### config.mk
export PLATFORM = sky130hd
export DESIGN_NAME = least_rotation_finder_top
export DESIGN_NICKNAME = d
export VERILOG_FILES = /design/src/hdl/lrf_pkg.sv /design/src/hdl/least_rotation_finder_top.sv
export SDC_FILE = /design/constraint.sdc
export NUM_CORES = 1
export LEC_CHECK = 0
export BUFFER_PORTS_ARGS = -buffer_cell sky130_fd_sc_hd__buf_2
export CORE_ASPECT_RATIO = 0.7
export CORE_MARGIN = 5
export CORE_UTILIZATION = 60
export CTS_CLUSTER_DIAMETER = 150
export DETAILED_ROUTE_END_ITERATION = 16
export HOLD_SLACK_MARGIN = 0.15
export PLACE_DENSITY = 0.76
export SLEW_MARGIN = 20
export SYNTH_ARGS = -nofsm -noshare
export SYNTH_HDL_FRONTEND = slang
export SYNTH_SLANG_ARGS = --single-unit
### constraint.sdc
create_clock -name clk -period 2.9 [get_ports clk]
set_input_delay 0.29 -clock clk [delete_from_list [all_inputs] [get_ports clk]]
set_output_delay 0.29 -clock clk [all_outputs]
set_load 0.05 [all_outputs]
### src/hdl/lrf_pkg.sv
// Package for the least rotation finder: sequencer states and field widths.
// No dependencies; imported by least_rotation_finder_top, lrf_rotation_checker and least_rotation_finder_top_test.
`default_nettype none

package lrf_pkg;

    // Field widths
    localparam int CH_W    = 8;
    localparam int SHIFT_W = 6;
    localparam int IN_W    = 8;
    localparam int OUT_W   = 16;

    // Sequencer states
    typedef enum logic [2:0] {
        ST_LOAD,
        ST_CMP_RD,
        ST_CMP_EV,
        ST_OUT_RD,
        ST_OUT_SH
    } lrf_state_t;

endpackage

`default_nettype wire

### src/hdl/least_rotation_finder_top.sv
// Least rotation finder: loads a string, finds its least rotation with one
// shared signed byte comparator, then streams it out. Depends on lrf_pkg.
// Load: one beat per cycle. Search: a read state and a compare state per
// compared character, input not ready. Output: a read and a present state
// per beat, held while tready is low, a beat per stored character, then ready for a string.
// Reset clears the sequencer, count, overflow flag and best shift, not the character memory.
`default_nettype none

module least_rotation_finder_top #(
    parameter int MAX_LEN = 64
) (
    input  wire logic                      clk,
    input  wire logic                      rst_n,
    input  wire logic                      s_axis_tvalid,
    output logic                           s_axis_tready,
    input  wire logic [lrf_pkg::IN_W-1:0]  s_axis_tdata,  // [7:0] ch
    input  wire logic                      s_axis_tlast,  // last
    output logic                           m_axis_tvalid,
    input  wire logic                      m_axis_tready,
    output logic [lrf_pkg::OUT_W-1:0]      m_axis_tdata,  // [7:0] out_ch, [13:8] best_shift,
                                                          // [14] overflow, [15] zero
    output logic                           m_axis_tlast   // out_last
);

    import lrf_pkg::*;

    localparam int AW = (MAX_LEN > 1) ? $clog2(MAX_LEN) : 1;
    localparam int CW = $clog2(MAX_LEN + 1);

    lrf_state_t state_reg, state_next;

    logic [CW-1:0]   cnt_reg, cnt_next;       // characters stored
    logic            dropped_reg, dropped_next;
    logic [AW-1:0]   s_reg, s_next;           // best shift so far
    logic [CW-1:0]   i_reg, i_next;           // candidate shift
    logic [AW-1:0]   a_reg, a_next;           // read pointer into best rotation
    logic [AW-1:0]   b_reg, b_next;           // read pointer into candidate
    logic [CW-1:0]   k_reg, k_next;           // characters compared / emitted

    logic [CH_W-1:0] mem [MAX_LEN];
    logic [CH_W-1:0] rd_a_reg, rd_b_reg;

    logic            in_beat, out_beat, full, wr_en;
    logic [CW-1:0]   n_eff, a_p1, b_p1, k_p1, i_p1;
    logic [AW-1:0]   a_wrap, b_wrap;
    logic            differ, cand_less, cmp_done, cand_done, out_end;
    logic [AW+SHIFT_W-1:0] shift_ext;

    assign in_beat  = s_axis_tvalid && s_axis_tready;
    assign out_beat = m_axis_tvalid && m_axis_tready;
    assign full     = (cnt_reg == CW'(MAX_LEN));
    assign wr_en    = in_beat && !full;
    assign n_eff    = full ? cnt_reg : cnt_reg + CW'(1);

    // Wraparound pointer steps
    assign a_p1   = CW'(a_reg) + CW'(1);
    assign b_p1   = CW'(b_reg) + CW'(1);
    assign a_wrap = (a_p1 == cnt_reg) ? '0 : a_p1[AW-1:0];
    assign b_wrap = (b_p1 == cnt_reg) ? '0 : b_p1[AW-1:0];
    assign k_p1   = k_reg + CW'(1);
    assign i_p1   = i_reg + CW'(1);

    // Shared comparator
    assign differ    = (rd_a_reg != rd_b_reg);
    assign cand_less = ($signed(rd_b_reg) < $signed(rd_a_reg));
    assign cmp_done  = differ || (k_p1 == cnt_reg);
    assign cand_done = (i_p1 == cnt_reg);
    assign out_end   = (k_p1 == cnt_reg);

    // Character memory, two registered read ports
    always_ff @(posedge clk)
    begin
        if (wr_en)
        begin
            mem[cnt_reg[AW-1:0]] <= s_axis_tdata[CH_W-1:0];
        end
        rd_a_reg <= mem[a_reg];
        rd_b_reg <= mem[b_reg];
    end

    // Next state
    always_comb
    begin
        state_next = state_reg;
        case (state_reg)
            ST_LOAD:
            begin
                if (in_beat && s_axis_tlast)
                begin
                    state_next = (n_eff == CW'(1)) ? ST_OUT_RD : ST_CMP_RD;
                end
            end
            ST_CMP_RD: state_next = ST_CMP_EV;
            ST_CMP_EV:
            begin
                if (cmp_done && cand_done)
                begin
                    state_next = ST_OUT_RD;
                end
                else
                begin
                    state_next = ST_CMP_RD;
                end
            end
            ST_OUT_RD: state_next = ST_OUT_SH;
            ST_OUT_SH:
            begin
                if (out_beat)
                begin
                    state_next = out_end ? ST_LOAD : ST_OUT_RD;
                end
            end
            default: state_next = ST_LOAD;
        endcase
    end

    // Datapath next values
    always_comb
    begin
        cnt_next     = cnt_reg;
        dropped_next = dropped_reg;
        s_next       = s_reg;
        i_next       = i_reg;
        a_next       = a_reg;
        b_next       = b_reg;
        k_next       = k_reg;
        case (state_reg)
            ST_LOAD:
            begin
                if (in_beat)
                begin
                    if (full)
                    begin
                        dropped_next = 1'b1;
                    end
                    else
                    begin
                        cnt_next = cnt_reg + CW'(1);
                    end
                    if (s_axis_tlast)
                    begin
                        s_next = '0;
                        i_next = CW'(1);
                        a_next = '0;
                        b_next = AW'(1);
                        k_next = '0;
                    end
                end
            end
            ST_CMP_EV:
            begin
                if (cmp_done)
                begin
                    // move to next candidate
                    if (differ && cand_less)
                    begin
                        s_next = i_reg[AW-1:0];
                    end
                    i_next = i_p1;
                    a_next = (differ && cand_less) ? i_reg[AW-1:0] : s_reg;
                    b_next = i_p1[AW-1:0];
                    k_next = '0;
                end
                else
                begin
                    a_next = a_wrap;
                    b_next = b_wrap;
                    k_next = k_p1;
                end
            end
            ST_OUT_SH:
            begin
                if (out_beat)
                begin
                    if (out_end)
                    begin
                        cnt_next     = '0;
                        dropped_next = 1'b0;
                    end
                    else
                    begin
                        a_next = a_wrap;
                        k_next = k_p1;
                    end
                end
            end
            default:
            begin
            end
        endcase
    end

    always_ff @(posedge clk or negedge rst_n)
    begin
        if (!rst_n)
        begin
            state_reg   <= ST_LOAD;
            cnt_reg     <= '0;
            dropped_reg <= 1'b0;
            s_reg       <= '0;
        end
        else
        begin
            state_reg   <= state_next;
            cnt_reg     <= cnt_next;
            dropped_reg <= dropped_next;
            s_reg       <= s_next;
        end
    end

    // Loop registers, no reset needed
    always_ff @(posedge clk)
    begin
        i_reg <= i_next;
        a_reg <= a_next;
        b_reg <= b_next;
        k_reg <= k_next;
    end

    // Outputs
    assign shift_ext     = {{SHIFT_W{1'b0}}, s_reg};
    assign s_axis_tready = (state_reg == ST_LOAD);
    assign m_axis_tvalid = (state_reg == ST_OUT_SH);
    assign m_axis_tlast  = out_end;
    assign m_axis_tdata  = {1'b0, dropped_reg, shift_ext[SHIFT_W-1:0], rd_a_reg};

`ifndef SYNTH
    a_no_overlap: assert property (@(posedge clk) disable iff (!rst_n)
        s_axis_tready |-> !m_axis_tvalid)
        else $error("input ready while a result is shown");

    a_cnt_bound: assert property (@(posedge clk) disable iff (!rst_n)
        cnt_reg <= CW'(MAX_LEN))
        else $error("character count beyond capacity");

    a_shift_bound: assert property (@(posedge clk) disable iff (!rst_n)
        (state_reg == ST_CMP_EV) |-> (CW'(s_reg) < cnt_reg))
        else $error("best shift outside stored string");

    a_back_to_load: assert property (@(posedge clk) disable iff (!rst_n)
        (out_beat && m_axis_tlast) |=> (s_axis_tready && cnt_reg == '0 && !dropped_reg))
        else $error("not ready for a new string after the last beat");
`endif

endmodule

`default_nettype wire

==> results.txt <==
num rows = 65
HPWL Detailed = 47000 um
drt first pass iters = 5
DRC violations left = 0
sw frac = 31.6%
die area = 49400 um^2
Final Cycle Share = 94.2%
Crit Path Category = flip-flop to flip-flop
Critical R2R Capture = mem[18][6]
Final ANT Viol Nets = 0
Async S/R FF share, synth = 2.98%
Post-synth EDFFs = 538
Slew Limit Fails = 0
outcome = finished, final reports clean
register clock-pin slew on the reported worst setup and hold paths = 0.06 ns
Die Span Y = 187 um
initial antenna violation count = 5
crit-path max FO = 9
register bit total from synthesis = 571
DRT Wirelength = 71600 um
PortBufs = 30
post-layout util = 68.6%
FILL cells = 2815
die width = 263 um
fin nets = 1560
maximum capacitance violations = 0
Worst-Skew Late Latency = 0.60 ns
unrepaired setup endpoints after global routing = yes
Starting Density = 60.3%
r2r startpoint = cnt_reg[5]
GPL Wtd Cong = 0.866
worst hold slack = 0.192 ns
Max Clock Skew = 0.0219 ns
CTS Root Cell = clkbuf_16
Syn-to-layout area delta = 13.7%
Synth cell types = 54
Yosys warning count = 0
Reg power frac = 39.4%
first-iteration detailed-routing DRC count = 2116
HP Class = input port to asynchronous set/reset pin
Inserted Clock Buffers = 55
Worst VDD drop = 783 uV
P_int = 17.2 mW
logic gate share of total power = 32.5%
placed inst area = 28900 um^2
Worst Reg-to-Reg Cells = 7
post-CTS setup buffers = 0
design area = 30700 um^2
Fmax = 0.366 GHz
Tot GR Track Use = 29.3%
Sink Count = 571
Routed wire per std cell = 32.8 um
minimum setup slack among reg-to-reg paths = 0.17 ns
Ports = 32
min Tclk post-route = 2.73 ns
final setup vio count = 0
Relative slew margins = 47.8%
pin count of the biggest net entering global routing = 65
Final Hold Viols = 0
layout cells sized above 1 = 38.0%
vias in the first global route = 15800
Worst setup EP type = flip-flop
Fin Setup TNS = 0 ns
H-tree depth = 2
Avg Cell Area, Syn = 19.5 um^2
WP data required = 3.20 ns
core area = 44700 um^2
drt via density = 7.02
total net switching power = 7.95 mW
first-pass GRT wire length = 106000 um
syn nets = 1409
Cell Pwr Density = 820 nW/um^2
sequential-to-total area share from yosys stat = 62.7%
synthesized instance count = 1382
synthesized area = 27000 um^2
slew of the pin with the lowest slew margin = 0.784 ns
Critical Path Start Type = flip-flop
power share of the clock group = 28.1%
Max clock buf depth = 3
Primary FF master, synth = edfxtp_1
P_leak = 10.1 nW
CTS tree = yes
arrival time at the worst endpoint = 3.03 ns
via count = 15300
total grt overflow = 0
max reg flops = 512
-- worst max-delay path by stage --
stage	slack, ns	to	start	cells past startpoint
after floorplan	0.06	mem[60][0]	state_reg[2]	6
after global placement	0.17	mem[18][4]	cnt_reg[5]	7
after detailed placement	0.17	rd_b_reg[3]	b_reg[0]	5
after CTS	0.06	m_axis_tlast	k_reg[0]	7
after global routing	-0.03	m_axis_tlast	k_reg[0]	7
final	0.17	mem[18][6]	cnt_reg[5]	7
-- per-stage QoR --
step	instances	power [mW]	setup slack [ns]
floorplan	1382	15.3	0.0562
global placement	2077	18.0	0.170
CTS	2181	25.2	0.0646
finish	2182	25.2	0.168
detailed placement	2077	18.1	0.165
global route	2182	26.1	-0.0262
-- power groups by stage --
stage / combinational [mW] / clock, mW / sequential [mW]
after floorplan: 5.20 / 0 / 10.1
after global placement: 7.94 / 0 / 10.1
after detailed placement: 8.06 / 0 / 10.1
after CTS: 8.09 / 7.15 / 9.92
final: 8.17 / 7.07 / 9.92
after global routing: 8.62 / 7.55 / 9.96
-- cell usage after synthesis, types with 3 or more instances --
| master | number | area [um^2] |
|---|---|---|
| edfxtp_1 | 538 | 16200 |
| mux4_2 | 312 | 7030 |
| nor2_1 | 94 | 353 |
| clkbuf_1 | 55 | 206 |
| mux2i_1 | 38 | 380 |
| nand2_1 | 27 | 101 |
| xnor2_1 | 27 | 236 |
| nand3_1 | 26 | 130 |
| buf_2 | 25 | 125 |
| o22ai_1 | 21 | 131 |
| xor2_1 | 18 | 158 |
| a21oi_1 | 17 | 85.1 |
| dfrtp_1 | 17 | 425 |
| inv_1 | 17 | 63.8 |
| dfxtp_1 | 16 | 320 |
| o221ai_1 | 16 | 140 |
| ha_1 | 14 | 175 |
| buf_1 | 13 | 48.8 |
| buf_6 | 9 | 101 |
| a31oi_1 | 8 | 50.1 |
| o21ai_0 | 7 | 35.0 |
| a22o_1 | 5 | 43.8 |
| nand4_1 | 5 | 31.3 |
| or3_1 | 5 | 31.3 |
| and3_1 | 4 | 25.0 |
| nor2b_1 | 4 | 25.0 |
| and2_1 | 3 | 18.8 |
| nand2b_1 | 3 | 18.8 |
| nor3_1 | 3 | 15.0 |
| nor4_1 | 3 | 18.8 |
| o21ai_1 | 3 | 15.0 |
-- layout by cell type (no fill, tap or decap), types with 18 or more instances in the layout --
master and instances:
nand2_1 24, mux2i_1 38, nand3_1 26, edfxtp_1 538, buf_12 19, o22ai_1 21, buf_4 154, buf_2 23
xnor2_1 26, mux4_2 312, nor2_1 94, clkbuf_16 55, xor2_1 18
-- repair_timing --
action                                  CTS  global route
resized for setup                         0             5
hold buffers                              2             0
endpoints found under the setup margin    0            66
hold endpoints to repair                 20             0
-- layout make-up --
cell class,instances,area [um^2],share of cell area [%]
Inverter,19,71.3,0.232
Multi-Input combinational cell,687,9520,31.0
Clock buffer,72,1510,4.92
Clock inverter,30,243,0.791
Timing Repair Buffer,199,1680,5.47
Tap cell,603,754,2.46
Sequential cell,571,16900,55.1
Antenna cell,1,2.50,0.00816
-- metal layers --
layer | part of all wire [%] | up-vias | global-route usage, %
li1 | - | 6196 | -
met1 | 36 | 7942 | 40.9
met2 | 46 | 1004 | 44.5
met3 | 13 | 176 | 10.1
met4 | 3.9 | 8 | 9.84
met5 | 0.080 | - | 0
-- worst max-delay path, cell delays in order (launching register included) --
cell,delay [ns]
dfrtp_1,0.57
or3_1,0.40
nor3_1,0.11
nand2b_1,0.19
nor2_1,0.33
nand2_2,0.35
nor2_1,0.28
buf_4,0.21
-- logic make-up (layout without fill, tap and decap cells) --
logic type / Yosys count / in the layout / synth area share [%]
AOI/OAI and AO/OA: 89 / 89 / 2.25
xor gates and xnor gates: 49 / 49 / 1.80
adders and majority gates: 14 / 14 / 0.649
buffers and inverters: 124 / 320 / 2.12
DFF: 571 / 571 / 62.7
muxes: 350 / 350 / 27.5
other: 1 / 2 / 0.0139
and+or+nand+nor: 184 / 184 / 3.04
Note: power is estimated with default switching activity, not from simulation.
